$ cat src/rtl/core/assert_macros.svh
// ----------------------------------------------------------------------------
// Assertion macros
// Shared concurrent assertion forms for the morse flash encoder core.
// ----------------------------------------------------------------------------
`ifndef ASSERT_MACROS_SVH
`define ASSERT_MACROS_SVH

// consequent holds in the same cycle as the antecedent
`define ASSERT_IMPLIES(label, clk, rst, ante, cons) \
   label: assert property (@(posedge clk) disable iff (rst) (ante) |-> (cons)) \
      else $error("implication check failed");

// consequent holds in the cycle after the antecedent
`define ASSERT_NEXT(label, clk, rst, ante, cons) \
   label: assert property (@(posedge clk) disable iff (rst) (ante) |=> (cons)) \
      else $error("next-cycle check failed");

// condition never holds
`define ASSERT_NEVER(label, clk, rst, cond) \
   label: assert property (@(posedge clk) disable iff (rst) !(cond)) \
      else $error("forbidden condition seen");

`endif

$ cat src/rtl/core/mcfe_pkg.sv
// ----------------------------------------------------------------------------
// mcfe_pkg
// Types, constants and the Morse code table of the flash encoder core.
// ----------------------------------------------------------------------------
`default_nettype none

package mcfe_pkg;

   localparam int CharWidth       = 8;
   localparam int DurWidth        = 16;
   localparam int CsrIndexWidth   = 4;
   localparam int CountWidth      = 3;
   localparam int DashWidth       = 5;
   localparam int QueueDepth      = 2;
   localparam int QueuePtrWidth   = $clog2(QueueDepth);
   localparam int QueueCountWidth = $clog2(QueueDepth + 1);

   localparam logic [CsrIndexWidth-1:0] CsrDotDuration  = 4'd0;
   localparam logic [CsrIndexWidth-1:0] CsrDashDuration = 4'd1;
   localparam logic [CsrIndexWidth-1:0] CsrSymbolGap    = 4'd2;
   localparam logic [CsrIndexWidth-1:0] CsrCharacterGap = 4'd3;

   localparam logic [DurWidth-1:0] DotDurationReset  = 16'd250;
   localparam logic [DurWidth-1:0] DashDurationReset = 16'd500;
   localparam logic [DurWidth-1:0] SymbolGapReset    = 16'd500;
   localparam logic [DurWidth-1:0] CharacterGapReset = 16'd500;

   localparam logic [CharWidth-1:0] CharZero = 8'h30;
   localparam logic [CharWidth-1:0] CharNine = 8'h39;
   localparam logic [CharWidth-1:0] CharA    = 8'h41;
   localparam logic [CharWidth-1:0] CharZ    = 8'h5A;

   localparam logic [CountWidth-1:0] MaxSymbols = 3'd5;

   // bits 7..5 symbol count, bit i set when symbol i is a dash
   localparam logic [7:0] DigitCodes [0:9] = '{
      8'hBF, 8'hBE, 8'hBC, 8'hB8, 8'hB0, 8'hA0, 8'hA1, 8'hA3, 8'hA7, 8'hAF
   };

   localparam logic [7:0] LetterCodes [0:25] = '{
      8'h42, 8'h81, 8'h85, 8'h61, 8'h20, 8'h84, 8'h63, 8'h80, 8'h40, 8'h8E,
      8'h65, 8'h82, 8'h43, 8'h41, 8'h67, 8'h86, 8'h8B, 8'h62, 8'h60, 8'h21,
      8'h64, 8'h88, 8'h66, 8'h89, 8'h8D, 8'h83
   };

   typedef struct packed {
      logic [CountWidth-1:0] count;
      logic [DashWidth-1:0]  dashes;
   } code_type;

   typedef struct packed {
      logic     valid;
      code_type code;
   } code_msg_type;

   typedef struct packed {
      logic [DurWidth-1:0] dot_duration;
      logic [DurWidth-1:0] dash_duration;
      logic [DurWidth-1:0] symbol_gap;
      logic [DurWidth-1:0] character_gap;
   } timing_type;

   typedef enum logic [1:0] {
      BK_IDLE,
      BK_LIT,
      BK_GAP,
      BK_END
   } back_state_type;

   function automatic code_type lookup_code(input logic [CharWidth-1:0] ch);
      logic [CharWidth-1:0] digit_off;
      logic [CharWidth-1:0] letter_off;
      code_type             code;
      digit_off  = ch - CharZero;
      letter_off = ch - CharA;
      code       = '0;
      if (ch >= CharZero && ch <= CharNine) begin
         code = code_type'(DigitCodes[digit_off[3:0]]);
      end else if (ch >= CharA && ch <= CharZ) begin
         code = code_type'(LetterCodes[letter_off[4:0]]);
      end
      return code;
   endfunction

endpackage

`default_nettype wire

$ cat src/rtl/core/morse_code_flash_encoder_core.sv
// ----------------------------------------------------------------------------
// morse_code_flash_encoder_core
// Turns character codes into timed lamp segments of International Morse code.
// ----------------------------------------------------------------------------
// Each accepted character on req_ is expanded into 2n+1 segments on rsp_ for
// its n dots and dashes: lit segment of dot or dash length, dark symbol gap,
// and a closing dark character gap flagged by rsp_tlast. Digits and upper-case
// letters are mapped; every other code gives only the character gap. The
// segment sequencer emits one segment per cycle while the response side takes
// them, and loads each character from the queue in its idle state. The
// front end takes a character per cycle until its staging register and the
// two-entry code queue behind it are both full.
// Durations come from the csr_ registers and are only stated, never timed;
// rewrite them only while no character is in flight.
// ----------------------------------------------------------------------------
`default_nettype none

module morse_code_flash_encoder_core
   import mcfe_pkg::*;
(
   input  wire logic                     clock,
   input  wire logic                     reset,
   input  wire logic                     req_tvalid,
   output logic                          req_tready,
   input  wire logic [CharWidth-1:0]     req_tdata,   // [7:0] character
   output logic                          rsp_tvalid,
   input  wire logic                     rsp_tready,
   output logic [DurWidth-1:0]           rsp_tdata,   // [15:0] duration
   output logic                          rsp_tuser,   // [0] light_on
   output logic                          rsp_tlast,   // final_segment
   input  wire logic                     csr_valid,
   output logic                          csr_ready,
   input  wire logic [CsrIndexWidth-1:0] csr_index,
   input  wire logic [DurWidth-1:0]      csr_data
);

   timing_type   timing_ff;
   timing_type   timing_in;
   code_msg_type push_msg;
   code_msg_type head;
   logic         queue_full;
   logic         pop;

   assign csr_ready = 1'b1;

   always_comb begin
      timing_in = timing_ff;
      if (csr_valid) begin
         unique case (csr_index)
            CsrDotDuration:  timing_in.dot_duration  = csr_data;
            CsrDashDuration: timing_in.dash_duration = csr_data;
            CsrSymbolGap:    timing_in.symbol_gap    = csr_data;
            CsrCharacterGap: timing_in.character_gap = csr_data;
            default:         timing_in = timing_ff;
         endcase
      end
   end

   always_ff @(posedge clock) begin
      if (reset) begin
         timing_ff.dot_duration  <= DotDurationReset;
         timing_ff.dash_duration <= DashDurationReset;
         timing_ff.symbol_gap    <= SymbolGapReset;
         timing_ff.character_gap <= CharacterGapReset;
      end else begin
         timing_ff <= timing_in;
      end
   end

   mcfe_front u_front (
      .clock      (clock),
      .reset      (reset),
      .req_tvalid (req_tvalid),
      .req_tready (req_tready),
      .req_tdata  (req_tdata),
      .queue_full (queue_full),
      .push_msg   (push_msg)
   );

   mcfe_fifo u_fifo (
      .clock    (clock),
      .reset    (reset),
      .push_msg (push_msg),
      .full     (queue_full),
      .pop      (pop),
      .head     (head)
   );

   mcfe_back u_back (
      .clock      (clock),
      .reset      (reset),
      .head       (head),
      .pop        (pop),
      .timing     (timing_ff),
      .rsp_tvalid (rsp_tvalid),
      .rsp_tready (rsp_tready),
      .rsp_tdata  (rsp_tdata),
      .rsp_tuser  (rsp_tuser),
      .rsp_tlast  (rsp_tlast)
   );

endmodule

`default_nettype wire

$ cat src/rtl/core/mcfe_front.sv
// ----------------------------------------------------------------------------
// mcfe_front
// Accepts characters, looks up their Morse code and hands it to the queue.
// ----------------------------------------------------------------------------
`default_nettype none

module mcfe_front
   import mcfe_pkg::*;
(
   input  wire logic                 clock,
   input  wire logic                 reset,
   input  wire logic                 req_tvalid,
   output logic                      req_tready,
   input  wire logic [CharWidth-1:0] req_tdata,   // [7:0] character
   input  wire logic                 queue_full,
   output code_msg_type              push_msg
);

   logic     stage_valid_ff;
   logic     stage_valid_in;
   code_type stage_code_ff;
   logic     accept;
   logic     push;

   assign push       = stage_valid_ff && !queue_full;
   assign req_tready = !stage_valid_ff || !queue_full;
   assign accept     = req_tvalid && req_tready;

   always_comb begin
      stage_valid_in = stage_valid_ff;
      if (accept) begin
         stage_valid_in = 1'b1;
      end else if (push) begin
         stage_valid_in = 1'b0;
      end
   end

   always_ff @(posedge clock) begin
      if (reset) begin
         stage_valid_ff <= 1'b0;
      end else begin
         stage_valid_ff <= stage_valid_in;
      end
   end

   always_ff @(posedge clock) begin
      if (accept) begin
         stage_code_ff <= lookup_code(req_tdata);
      end
   end

   assign push_msg.valid = push;
   assign push_msg.code  = stage_code_ff;

endmodule

`default_nettype wire

$ cat src/rtl/core/mcfe_fifo.sv
// ----------------------------------------------------------------------------
// mcfe_fifo
// Short queue of looked-up codes between the front and the sequencer.
// ----------------------------------------------------------------------------
`default_nettype none
`include "assert_macros.svh"

module mcfe_fifo
   import mcfe_pkg::*;
(
   input  wire logic   clock,
   input  wire logic   reset,
   input  wire code_msg_type push_msg,
   output logic        full,
   input  wire logic   pop,
   output code_msg_type head
);

   code_type                    mem [QueueDepth];
   logic [QueuePtrWidth-1:0]    wr_ptr_ff;
   logic [QueuePtrWidth-1:0]    wr_ptr_in;
   logic [QueuePtrWidth-1:0]    rd_ptr_ff;
   logic [QueuePtrWidth-1:0]    rd_ptr_in;
   logic [QueueCountWidth-1:0]  count_ff;
   logic [QueueCountWidth-1:0]  count_in;
   logic                        do_pop;

   assign full       = (count_ff == QueueCountWidth'(QueueDepth));
   assign do_pop     = pop && (count_ff != '0);
   assign head.valid = (count_ff != '0);
   assign head.code  = mem[rd_ptr_ff];

   always_comb begin
      wr_ptr_in = wr_ptr_ff;
      rd_ptr_in = rd_ptr_ff;
      count_in  = count_ff;
      if (push_msg.valid) begin
         wr_ptr_in = wr_ptr_ff + 1'b1;
      end
      if (do_pop) begin
         rd_ptr_in = rd_ptr_ff + 1'b1;
      end
      if (push_msg.valid && !do_pop) begin
         count_in = count_ff + 1'b1;
      end else if (do_pop && !push_msg.valid) begin
         count_in = count_ff - 1'b1;
      end
   end

   always_ff @(posedge clock) begin
      if (reset) begin
         wr_ptr_ff <= '0;
         rd_ptr_ff <= '0;
         count_ff  <= '0;
      end else begin
         wr_ptr_ff <= wr_ptr_in;
         rd_ptr_ff <= rd_ptr_in;
         count_ff  <= count_in;
      end
   end

   always_ff @(posedge clock) begin
      if (push_msg.valid) begin
         mem[wr_ptr_ff] <= push_msg.code;
      end
   end

   `ASSERT_NEVER(a_push_when_full, clock, reset, push_msg.valid && full)
   `ASSERT_IMPLIES(a_count_bound, clock, reset, 1'b1,
                   count_ff <= QueueCountWidth'(QueueDepth))
   `ASSERT_IMPLIES(a_ptr_gap, clock, reset, count_ff == '0, wr_ptr_ff == rd_ptr_ff)

endmodule

`default_nettype wire

$ cat src/rtl/core/mcfe_back.sv
// ----------------------------------------------------------------------------
// mcfe_back
// Segment sequencer: expands one code into lit and dark segments.
// ----------------------------------------------------------------------------
`default_nettype none
`include "assert_macros.svh"

module mcfe_back
   import mcfe_pkg::*;
(
   input  wire logic                clock,
   input  wire logic                reset,
   input  wire code_msg_type        head,
   output logic                     pop,
   input  wire timing_type          timing,
   output logic                     rsp_tvalid,
   input  wire logic                rsp_tready,
   output logic [DurWidth-1:0]      rsp_tdata,   // [15:0] duration
   output logic                     rsp_tuser,   // [0] light_on
   output logic                     rsp_tlast    // final_segment
);

   back_state_type          state_ff;
   back_state_type          state_in;
   logic [CountWidth-1:0]   count_ff;
   logic [DashWidth-1:0]    dashes_ff;
   logic                    rsp_valid_ff;
   logic                    rsp_light_ff;
   logic [DurWidth-1:0]     rsp_dur_ff;
   logic                    rsp_last_ff;
   logic                    out_free;
   logic                    emit;
   logic                    seg_light;
   logic [DurWidth-1:0]     seg_dur;
   logic                    seg_last;
   logic                    shift;

   assign out_free = !rsp_valid_ff || rsp_tready;

   always_comb begin
      state_in = state_ff;
      unique case (state_ff)
         BK_IDLE: begin
            if (head.valid) begin
               state_in = (head.code.count == '0) ? BK_END : BK_LIT;
            end
         end
         BK_LIT: begin
            if (out_free) begin
               state_in = BK_GAP;
            end
         end
         BK_GAP: begin
            if (out_free) begin
               state_in = (count_ff == CountWidth'(1)) ? BK_END : BK_LIT;
            end
         end
         BK_END: begin
            if (out_free) begin
               state_in = BK_IDLE;
            end
         end
         default: state_in = BK_IDLE;
      endcase
   end

   always_comb begin
      pop       = 1'b0;
      emit      = 1'b0;
      shift     = 1'b0;
      seg_light = 1'b0;
      seg_dur   = timing.character_gap;
      seg_last  = 1'b0;
      unique case (state_ff)
         BK_IDLE: begin
            pop = head.valid;
         end
         BK_LIT: begin
            emit      = out_free;
            seg_light = 1'b1;
            seg_dur   = dashes_ff[0] ? timing.dash_duration : timing.dot_duration;
         end
         BK_GAP: begin
            emit    = out_free;
            shift   = out_free;
            seg_dur = timing.symbol_gap;
         end
         BK_END: begin
            emit     = out_free;
            seg_dur  = timing.character_gap;
            seg_last = 1'b1;
         end
         default: begin
            pop = 1'b0;
         end
      endcase
   end

   always_ff @(posedge clock) begin
      if (reset) begin
         state_ff     <= BK_IDLE;
         rsp_valid_ff <= 1'b0;
      end else begin
         state_ff <= state_in;
         if (emit) begin
            rsp_valid_ff <= 1'b1;
         end else if (rsp_tready) begin
            rsp_valid_ff <= 1'b0;
         end
      end
   end

   always_ff @(posedge clock) begin
      if (pop) begin
         count_ff  <= head.code.count;
         dashes_ff <= head.code.dashes;
      end else if (shift) begin
         count_ff  <= count_ff - 1'b1;
         dashes_ff <= dashes_ff >> 1;
      end
      if (emit) begin
         rsp_light_ff <= seg_light;
         rsp_dur_ff   <= seg_dur;
         rsp_last_ff  <= seg_last;
      end
   end

   assign rsp_tvalid = rsp_valid_ff;
   assign rsp_tdata  = rsp_dur_ff;
   assign rsp_tuser  = rsp_light_ff;
   assign rsp_tlast  = rsp_last_ff;

   `ASSERT_IMPLIES(a_final_dark, clock, reset, rsp_valid_ff && rsp_last_ff, !rsp_light_ff)
   `ASSERT_IMPLIES(a_symbols_left, clock, reset,
                   state_ff == BK_LIT || state_ff == BK_GAP,
                   count_ff != '0 && count_ff <= MaxSymbols)
   `ASSERT_NEXT(a_lit_then_gap, clock, reset, state_ff == BK_LIT && out_free,
                state_ff == BK_GAP)
   `ASSERT_IMPLIES(a_pop_only_idle, clock, reset, pop, state_ff == BK_IDLE && head.valid)

endmodule

`default_nettype wire

$ cat config.mk
export PLATFORM = sky130hd
export DESIGN_NAME = morse_code_flash_encoder_core
export DESIGN_NICKNAME = d
export VERILOG_FILES = /design/src/rtl/core/mcfe_pkg.sv /design/src/rtl/core/morse_code_flash_encoder_core.sv /design/src/rtl/core/mcfe_front.sv /design/src/rtl/core/mcfe_fifo.sv /design/src/rtl/core/mcfe_back.sv
export VERILOG_INCLUDE_DIRS = /design/src /design/src/rtl/core
export SDC_FILE = /design/constraint.sdc
export NUM_CORES = 1
export LEC_CHECK = 0
export BUFFER_PORTS_ARGS = -buffer_cell sky130_fd_sc_hd__buf_4
export CORE_AREA = 4 4 118 120
export DETAILED_ROUTE_END_ITERATION = 16
export DIE_AREA = 0 0 122 124
export PLACE_DENSITY = 0.74
export SLEW_MARGIN = 10
export SYNTH_ARGS = -nofsm -noshare
export SYNTH_HDL_FRONTEND = slang
export SYNTH_SLANG_ARGS = --single-unit
$ cat constraint.sdc
create_clock -name clock -period 3.5 [get_ports clock]
set_input_delay 0.525 -clock clock [delete_from_list [all_inputs] [get_ports clock]]
set_output_delay 0.525 -clock clock [all_outputs]
set_load 0.1 [all_outputs]
==> results.toml, run 1 <==
[sta]
fin_setup_tns_ns = 0
fmax_mhz = 396
tightest_slew_ns = 1.08
slew_violations = 0
setup_viol = 0
hold_viol_final = 0
max_slew_margin_pct = 27.6
period_share_pct = 72.1
layout_min_cycle_time_ns = 2.52
clock_skew_ns = 0.00900
rsz0062_at_grt = "false"

[floorplan]
start_util_pct = 45.5
die_h_um = 124
num_io_pins = 54
core_mm2 = 0.0130
die_x_um = 122
rows = 42
dieArea_mm2 = 0.0151

[pwr]
p_leak_nw = 2.65
ir_drop_v = 0.000330
powerDensity_mw_per_mm2 = 807

[cts]
h-tree-depth = 4
cts_resized = 0
postCtsSetupRepairBufs = 0
cts_root_buffer = "clkbuf_16"
holdBufCountCts = 0
cts_buffers = 17
clk_pin_slew_ns = 0.06
clkLatencyLatePin_ns = 0.41
cts_buffer_depth = 2
cts.sinks = 123
tritoncts = "built"

[worst_setup_path]
cp-end-kind = "flop"
ff2ff_setup_slack_ns = 1.21
reg2reg_to = "u_fifo.count_ff[1]$_SDFFE_PP0P_"
path_max_fanout = 21
cp-startpoint = "req_tdata[0]"
cp.arrival_ns = 2.69
critPathKind = "input pin to flop"
cp-start-kind = "input pin"
reg2reg_depth = 6
timing.rr.start = "u_back.state_ff[1]$_SDFFE_PP0P_"
cp.required_ns = 3.67

[synth]
yosys_warnings = 0
synth_most_common_cell = "nand2_1"
synth-async-reset-ratio_pct = 0
synth_nets = 689
syn_area_per_cell_um2 = 9.22
ys_top_cells_by_area = "edfxtp_1 (25%), dfxtp_1 (25%), nand2_1 (9.5%)"
ys.flop_type = "dfxtp_1"
syn-instance-count = 640
netlist.top_cell.by_area = "edfxtp_1"
synth_top_area_share_pct = 25.5
synthTopCellsByCount = "nand2_1 (150), dfxtp_1 (73), a21oi_1 (72), edfxtp_1 (50), nor2_1 (38)"
ys_seq_area_share_pct = 50.2
ys_types = 62
synth_edf_count = 50
synth-seq-cells = 123
syn_area_mm2 = 0.00590

[route]
routedWlPerCell_um = 15.9
via_per_inst = 5.54
drt_iter0_drc = 457
wl_mm = 13.6
firstDrtPassIters = 5
postRouteAntennaNets = 0
drc = 0
via_count = 4752

[grt]
grt_usage_pct = 18.3
grt_pass1_vias = 4457
grt_pass1_wl_mm = 21.9
grt_max_degree = 74
antenna_found_initial = 0
overflow = 0

[placement]
gp_congestion = 0.875
portBuffers = 52
place_area_mm2 = 0.00635
dp_hpwl_mm = 8.92
dp_cells = 826

[final_layout]
final_core_util_pct = 53.6
fin_cells = 858
num-nets-final = 718
syn2layout_area_growth_pct = 17.9
drive_gt1_share_pct = 16.7
antenna_cells = 0
design_area_mm2 = 0.00695

[worst_hold_path]
hp-start = "csr_data[4]"
min_path_type = "input pin to flop"
hold_depth = 3
min_to = "timing_ff[20]$_SDFFE_PP1P_"

[run]
drv_cap = 0

[outcome]
status = "completed"
## through the flow
stage / hold WS (ns) / setup WS [ns] / total power, W
3_3_place_gp: 0.427 / 0.654 / 0.00390
6_report: 0.358 / 0.976 / 0.00561
2_1_floorplan: 0.421 / 0.874 / 0.00349
5_1_grt: 0.352 / 0.827 / 0.00585
3_5_place_dp: 0.433 / 0.601 / 0.00393
4_1_cts: 0.344 / 1.03 / 0.00563
## worst max-delay path, stage by stage
cell,delay (ns)
buf_4,0.18
inv_1,0.32
ha_1,0.37
or4b_4,0.52
o211ai_1,0.19
a31oi_1,0.16
o311a_1,0.19
a31o_1,0.21
## cell families (layout without fill, tap and decap cells)
logic type / Yosys count / in the layout / share of synthesized area [%]
mux: 24 / 24 / 4.41
other cells: 1 / 1 / 0.0636
flops: 123 / 123 / 50.2
compound gates: 151 / 151 / 16.1
buf+inv: 60 / 102 / 4.28
xor+xnor: 11 / 11 / 1.63
fa+ha+maj: 16 / 16 / 3.39
simple gates: 254 / 254 / 19.9
## registers in the layout (all words and copies together) (netlist names), 2 cells and up, named ones only
register / count
u_back.count_ff: 3
timing_ff: 64
u_fifo.mem: 16
u_back.rsp_tdata: 16
u_front.push_msg: 8
u_fifo.count_ff: 2
u_back.dashes_ff: 5
u_back.state_ff: 2
## routing by layer
metal	up-vias	track usage [%]	part of all wire, %
met5	-	0	0
li1	2301	-	-
met4	0	6.72	1.3
met1	2246	24.0	44
met3	18	3.68	7.1
met2	187	30.1	48
## cell type report
class	count	area (µm²)
Fill cell	1124	6030
Sequential cell	123	2960
Multi-Input combinational cell	457	2690
Clock buffer	22	528
Timing Repair Buffer	58	435
Tap cell	176	220
Clock inverter	10	75.1
Inverter	12	45.0
## report_power, final
part / total, W / internal (W) / switching (W)
combinational: 0.00192 / 0.000494 / 0.00143
sequential: 0.00198 / 0.00183 / 0.000153
clock: 0.00170 / 0.00107 / 0.000629
total: 0.00561 / 0.00340 / 0.00221
## how the worst max path moves through the flow
stage | endpoint | slack, ns
3_5_place_dp | u_front.push_msg[1]$_DFFE_PP_ | 0.60
6_report | u_front.push_msg[1]$_DFFE_PP_ | 0.98
3_3_place_gp | u_front.push_msg[1]$_DFFE_PP_ | 0.65
2_1_floorplan | u_front.push_msg[1]$_DFFE_PP_ | 0.87
5_1_grt | u_front.push_msg[0]$_DFFE_PP_ | 0.83
4_1_cts | u_front.push_msg[1]$_DFFE_PP_ | 1.03
## placed cells by master (no fill, tap or decap), types with 9 or more instances in the layout
cell type    n
o21ai_0     15
clkbuf_16   20
nand3b_1    25
dfxtp_1     73
a21oi_1     72
a22oi_1     16
nand2_1    150
nor2b_1      9
edfxtp_1    50
buf_4       58
inv_1       10
ha_1        16
nor2_1      38
nor3_1       9
mux2_2      16
(Power assumes the default switching activity.)
==> run 2, diff against run 1 <==
Settings changed: ABC_AREA set to 1, CORE_AREA 4 4 118 120 to 4 4 114 116, DIE_AREA 0 0 122 124 to 0 0 118 120, PLACE_DENSITY 0.74 to 0.77.
Clock period 3.5 ns to 2 ns, I/O delays scaled along.
==> run 2 against run 1 <==
Routed wire length shrank 0.12%. Core utilization grew 3.5 points. Worst setup slack lost 0.78 ns. Critical path depth is the same. Clock power grew 81%. Synthesized cell count grew 6.1%. Sequential power grew 75%. Clock skew shrank 0.0024 ns. Cell area shrank 2.2%. Count of clock-buffer cells in the layout shrank 1. Sequential share of layout area grew 0.96 points. Critical path type is now flop to flop. Largest cell class unchanged.
==> results.toml, run 2 <==
[outcome]
status = "completed"

[sta]
slew_violations = 0
tightest_slew_ns = 0.507
fmax_mhz = 554
hold_viol_final = 0
layout_setup_ws_ns = 0.195
fin_setup_tns_ns = 0
period_share_pct = 90.2
rsz0062_at_grt = "false"
max_slew_margin_pct = 66.2
layout_min_cycle_time_ns = 1.80
setup_viol = 0
clock_skew_ns = 0.00664

[worst_setup_path]
cp.required_ns = 2.29
cp.arrival_ns = 2.10
cp-end-kind = "flop"
timing.rr.start = "u_fifo.count_ff[1]$_SDFFE_PP0P_"
path_max_fanout = 4
critPathKind = "flop to flop"
cp-startpoint = "u_fifo.count_ff[1]$_SDFFE_PP0P_"
cp-start-kind = "flop"

[final_layout]
fillers = 1054
mostFrequentLayoutCells = "nand2_1 (184), a21oi_1 (87), dfxtp_1 (73), buf_4 (67), inv_1 (62)"
register_area_mm2 = 0.00296
syn2layout_area_growth_pct = 22.4
fin_cells = 899
layout_commonest_cell = "nand2_1"
multiInputGateArea_mm2 = 0.00222
largest_register_ffs = 64
antenna_cells = 0
drive_gt1_share_pct = 15.0
top_register = "timing_ff"
num-nets-final = 788

[grt]
grt_pass1_wl_mm = 22.4
overflow = 0
grt_pass1_vias = 4938
grt_usage_pct = 19.5
antenna_found_initial = 0
grt_max_degree = 44

[route]
via_count = 4971
firstDrtPassIters = 6
wl_mm = 13.6
routedWlPerCell_um = 15.1
top_layer = "met4"
postRouteAntennaNets = 0
wl_met3_um = 899
via_per_inst = 5.53
drc = 0
met1_length_mm = 5.26
drt_iter0_drc = 384
wl_met2_mm = 6.94

[placement]
dp_hpwl_mm = 9.19
gp_congestion = 0.947
dp_cells = 867
pre_cts_ws_ns = 0.0438
portBuffers = 52

[cts]
h-tree-depth = 4
cts.sinks = 123
tritoncts = "built"
cts_root_buffer = "clkbuf_16"
clkLatencyLatePin_ns = 0.41
cts_buffers = 17
cts_buffer_depth = 2
holdBufCountCts = 0
clk_pin_slew_ns = 0.06

[worst_hold_path]
hp-start = "csr_data[4]"
min_path_type = "input pin to flop"

[pwr]
powerDensity_mw_per_mm2 = 1580
ir_drop_v = 0.000786
p_leak_nw = 2.93

[floorplan]
rows = 40
die_h_um = 120
core_mm2 = 0.0119
die_x_um = 118
start_util_pct = 46.6
num_io_pins = 54
dieArea_mm2 = 0.0142

[synth]
ys_types = 28
synth-async-reset-ratio_pct = 0
synth_nets = 728
ys_top_cells_by_area = "edfxtp_1 (27%), dfxtp_1 (26%), nand2_1 (12%)"
synth_edf_count = 50
synth_most_common_cell = "nand2_1"
synth-seq-cells = 123
netlist.top_cell.by_area = "edfxtp_1"
synth_top_area_share_pct = 27.0
synthTopCellsByCount = "nand2_1 (184), a21oi_1 (88), dfxtp_1 (73), inv_1 (62), o21ai_0 (56)"
ys_seq_area_share_pct = 53.3
yosys_warnings = 0
syn_area_mm2 = 0.00556
syn_area_per_cell_um2 = 8.18
ys.flop_type = "dfxtp_1"
syn-instance-count = 679

[run]
drv_cap = 0
-- run 2: cell count changes after synthesis, sizes merged, moves of 6 or more --
cell | before | now
a21oi | 73 | 88
nand2 | 150 | 184
mux2i | 8 | 1
nand3 | 2 | 44
nor2b | 10 | 0
buf | 15 | 9
o21ai | 16 | 58
inv | 11 | 64
clkbuf | 33 | 20
mux2 | 16 | 0
nor3 | 10 | 1
a22oi | 16 | 10
nand3b | 25 | 0
-- run 2: critical path: stages, from the launching register on --
cell     delay (ns)
dfxtp_1        0.36
inv_1          0.10
o21ai_0        0.29
inv_1          0.12
ha_1           0.34
a21oi_1        0.13
o21ai_0        0.14
o21ai_1        0.15
a21oi_1        0.06
-- run 2: cell families (layout without fill, tap and decap cells) --
logic type                 count (synthesis)  after routing  share of synthesized area (%)
and+or+nand+nor                          280            280                           20.7
AOI/OAI and AO/OA                        161            161                           15.1
DFF                                      123            123                           53.3
buffers and inverters                     95            168                           6.76
adders and majority gates                 16             16                           3.60
xor gates and xnor gates                   2              2                          0.315
other                                      1              1                         0.0675
muxes                                      1              1                          0.180
-- run 2: what timing repair did --
action / 4_1_cts / 5_1_grt
endpoints found under the hold margin: 0 / 0
endpoints found under the setup margin: 0 / 1
buffers inserted: 0 / 0
gates resized for setup: 0 / 2
-- run 2: cell type report --
type / instances / share of cell area [%]
Clock buffer: 21 / 7.56
Clock inverter: 11 / 1.51
Inverter: 66 / 3.64
Multi-Input combinational cell: 461 / 32.7
Sequential cell: 123 / 43.6
Tap cell: 147 / 2.71
Timing Repair Buffer: 70 / 8.28
-- run 2: final timing paths --
path | end | cells after the start | slack (ns)
worst max-delay path | u_fifo.count_ff[1]$_SDFFE_PP0P_ | 8 | 0.20
worst min-delay path | timing_ff[4]$_SDFFE_PP1P_ | 3 | 0.12
worst max register to register | u_fifo.count_ff[1]$_SDFFE_PP0P_ | 8 | 0.20
worst min register to register | u_fifo.mem[1][1]$_DFFE_PP_ | 0 | 0.44
-- run 2: per-layer routing --
| layer | up-vias | GRT usage [%] |
|---|---|---|
| met1 | 2319 | 21.2 |
| met4 | 0 | 12.5 |
| li1 | 2369 | - |
| met5 | - | 0 |
| met3 | 55 | 4.43 |
| met2 | 228 | 34.4 |
-- run 2: power breakdown --
group / internal, W / total, W / switching (W)
clock: 0.00197 / 0.00308 / 0.00111
combinational: 0.00116 / 0.00420 / 0.00304
sequential: 0.00329 / 0.00347 / 0.000185
total: 0.00641 / 0.0107 / 0.00433
-- run 2: through the flow --
| step | power [W] | hold WS [ns] | instance area (µm²) | utilization, % |
|---|---|---|---|---|
| 6_report | 0.0107 | 0.119 | 6800 | 57.1 |
| 5_1_grt | 0.0113 | 0.118 | 6800 | 57.1 |
| 4_1_cts | 0.0108 | 0.106 | 6800 | 57.0 |
| 3_5_place_dp | 0.00767 | 0.434 | 6180 | 51.9 |
| 3_3_place_gp | 0.00756 | 0.426 | 6180 | 51.9 |
| 2_1_floorplan | 0.00649 | 0.369 | 5560 | - |
==> run 3, diff against run 2 <==
Settings changed: CORE_AREA 4 4 114 116 to 4 4 108 110, DIE_AREA 0 0 118 120 to 0 0 112 114, PLACE_DENSITY 0.77 to 0.84.
==> run 3 against run 2 <==
Clock skew is 0.0017 ns lower. Worst setup slack better by 0.0025 ns. Routed wire length hardly changed. Combinational power is 2% lower. Final cell count is 0.67% lower. Highest routed layer unchanged. Non-clock buffer count is 1 higher. Power is 0.45% lower. Core utilization is 6.1 points higher. Hold slack worse by 0.10 ns. Critical path depth is 2 higher. Via count is 0.64% lower.
==> results.toml, run 3 (synthesis results as in run 2) <==
[run]
drv_cap = 0

[final_layout]
largest_register_ffs = 64
top_register = "timing_ff"
antenna_cells = 0
fillers = 841
num-nets-final = 789
syn2layout_area_growth_pct = 21.5
mostFrequentLayoutCells = "nand2_1 (184), a21oi_1 (87), dfxtp_1 (73), buf_4 (69), inv_1 (62)"
layout_commonest_cell = "nand2_1"
fin_cells = 893
drive_gt1_share_pct = 14.6
design_area_mm2 = 0.00675

[sta]
layout_min_cycle_time_ns = 1.80
timing.hold.ws_ns = 0.0192
setup_viol = 0
fmax_mhz = 555
tightest_slew_ns = 0.532
rsz0062_at_grt = "false"
period_share_pct = 90.1
max_slew_margin_pct = 64.5
fin_setup_tns_ns = 0
clock_skew_ns = 0.00489
hold_viol_final = 0
slew_violations = 0

[worst_setup_path]
critPathKind = "flop to flop"
cp_top_family = "compound AO/OA/AOI/OAI gates"
cp-end-kind = "flop"
ff2ff_setup_slack_ns = 0.20
path_max_fanout = 4
critPathMostFrequentCell = "inv_1"
cp.required_ns = 2.39
cp-start-kind = "flop"
critPathSlowestCell = "dfxtp_1"
crit_chain = "inv_1, ha_1, inv_1, a21oi_2, inv_1, ha_1, a21oi_1, o21ai_0, o21ai_1, a21oi_1"
slowest_delay_ns = 0.39
crit_buf_inv = 3
cp.arrival_ns = 2.20

[route]
firstDrtPassIters = 5
drt_iter0_drc = 414
postRouteAntennaNets = 0
wl_mm = 13.6
via_count = 4939
drc = 0
via_per_inst = 5.53
routedWlPerCell_um = 15.3

[floorplan]
die_h_um = 114
dieArea_mm2 = 0.0128
num_io_pins = 54
core_mm2 = 0.0107
die_x_um = 112
rows = 38
start_util_pct = 51.9

[cts]
postCtsSetupRepairBufs = 0
cts.sinks = 123
clk_pin_slew_ns = 0.05
cts_buffer_depth = 2
cts_root_buffer = "clkbuf_8"
tritoncts = "built"
h-tree-depth = 4
cts_buffers = 17
clkLatencyLatePin_ns = 0.52

[pwr]
internal-power_w = 0.00638
sw_frac_of_total_pct = 40.3
powerDensity_mw_per_mm2 = 1580
pwr-share-clk_pct = 28.7
ir_drop_v = 0.00135
p_leak_nw = 2.90
total_power_w = 0.0107
p_comb_share_pct = 38.5
seq_power_share_pct = 32.8
p_sw_w = 0.00431

[placement]
dp_cells = 860
portBuffers = 52
dp_hpwl_mm = 9.09
gp_congestion = 0.913
place_area_mm2 = 0.00614

[grt]
antenna_found_initial = 0
grt_pass1_vias = 5016
overflow = 0
grt_max_degree = 49
grt_pass1_wl_mm = 23.0
grt_usage_pct = 22.3

[worst_hold_path]
min_path_type = "input pin to flop"

[outcome]
status = "completed"
-- run 3: area by class of cell --
type                       count  area (µm²)  share of cell area (%)
sequential                   123        2960                    43.9
multi-input combinational    461        2220                    32.9
timing repair buffer          71         548                    8.11
clock buffer                  18         418                    6.19
inverter                      66         248                    3.67
clock inverter                14         178                    2.63
tap                          140         175                    2.59
-- run 3: metrics by stage --
| stage | setup slack (ns) | utilization (%) |
|---|---|---|
| 2_1_floorplan | 0.0814 | - |
| 3_3_place_gp | 0.150 | 57.4 |
| 3_5_place_dp | 0.0897 | 57.4 |
| 4_1_cts | 0.145 | 63.1 |
| 5_1_grt | 0.0189 | 63.1 |
| 6_report | 0.198 | 63.1 |
-- run 3: per-layer routing --
metal | vias to the layer above | part of all wire (%) | GRT usage, %
met5 | - | 0 | 0
met4 | 0 | 2.8 | 10.9
met3 | 38 | 7.4 | 6.05
met2 | 218 | 53 | 40.6
met1 | 2314 | 37 | 23.9
li1 | 2369 | - | -
-- run 3: worst reg2reg max path, cell delays in order (launching register included) --
cell and delay, ns:
dfxtp_1 0.39, inv_1 0.11, ha_1 0.21, inv_1 0.09
a21oi_2 0.05, inv_1 0.12, ha_1 0.27, a21oi_1 0.12
o21ai_0 0.12, o21ai_1 0.14, a21oi_1 0.06
-- run 3: path summary, 6_finish.rpt --
check / startpoint / end / cells past startpoint
worst min-delay path: csr_data[4] / timing_ff[4]$_SDFFE_PP1P_ / 3
worst min register to register: u_front.push_msg[7]$_SDFFCE_PN1P_ / u_fifo.mem[0][7]$_DFFE_PP_ / 0
worst max-delay path: u_back.state_ff[0]$_SDFFE_PP0P_ / u_fifo.count_ff[1]$_SDFFE_PP0P_ / 10
worst max register to register: u_back.state_ff[0]$_SDFFE_PP0P_ / u_fifo.count_ff[1]$_SDFFE_PP0P_ / 10
-- run 3: what timing repair did --
item | in CTS | in global routing
endpoints found under the setup margin | 0 | 1
hold endpoints to repair | 1 | 0
hold buffers | 1 | 0
gates resized for setup | 0 | 2
-- run 3: power groups by stage --
stage	Sequential [W]	Clock, W	Combinational (W)
2_1_floorplan	0.00480	0	0.00169
3_3_place_gp	0.00352	0	0.00394
3_5_place_dp	0.00355	0	0.00405
4_1_cts	0.00350	0.00310	0.00409
5_1_grt	0.00354	0.00325	0.00446
6_report	0.00351	0.00307	0.00412
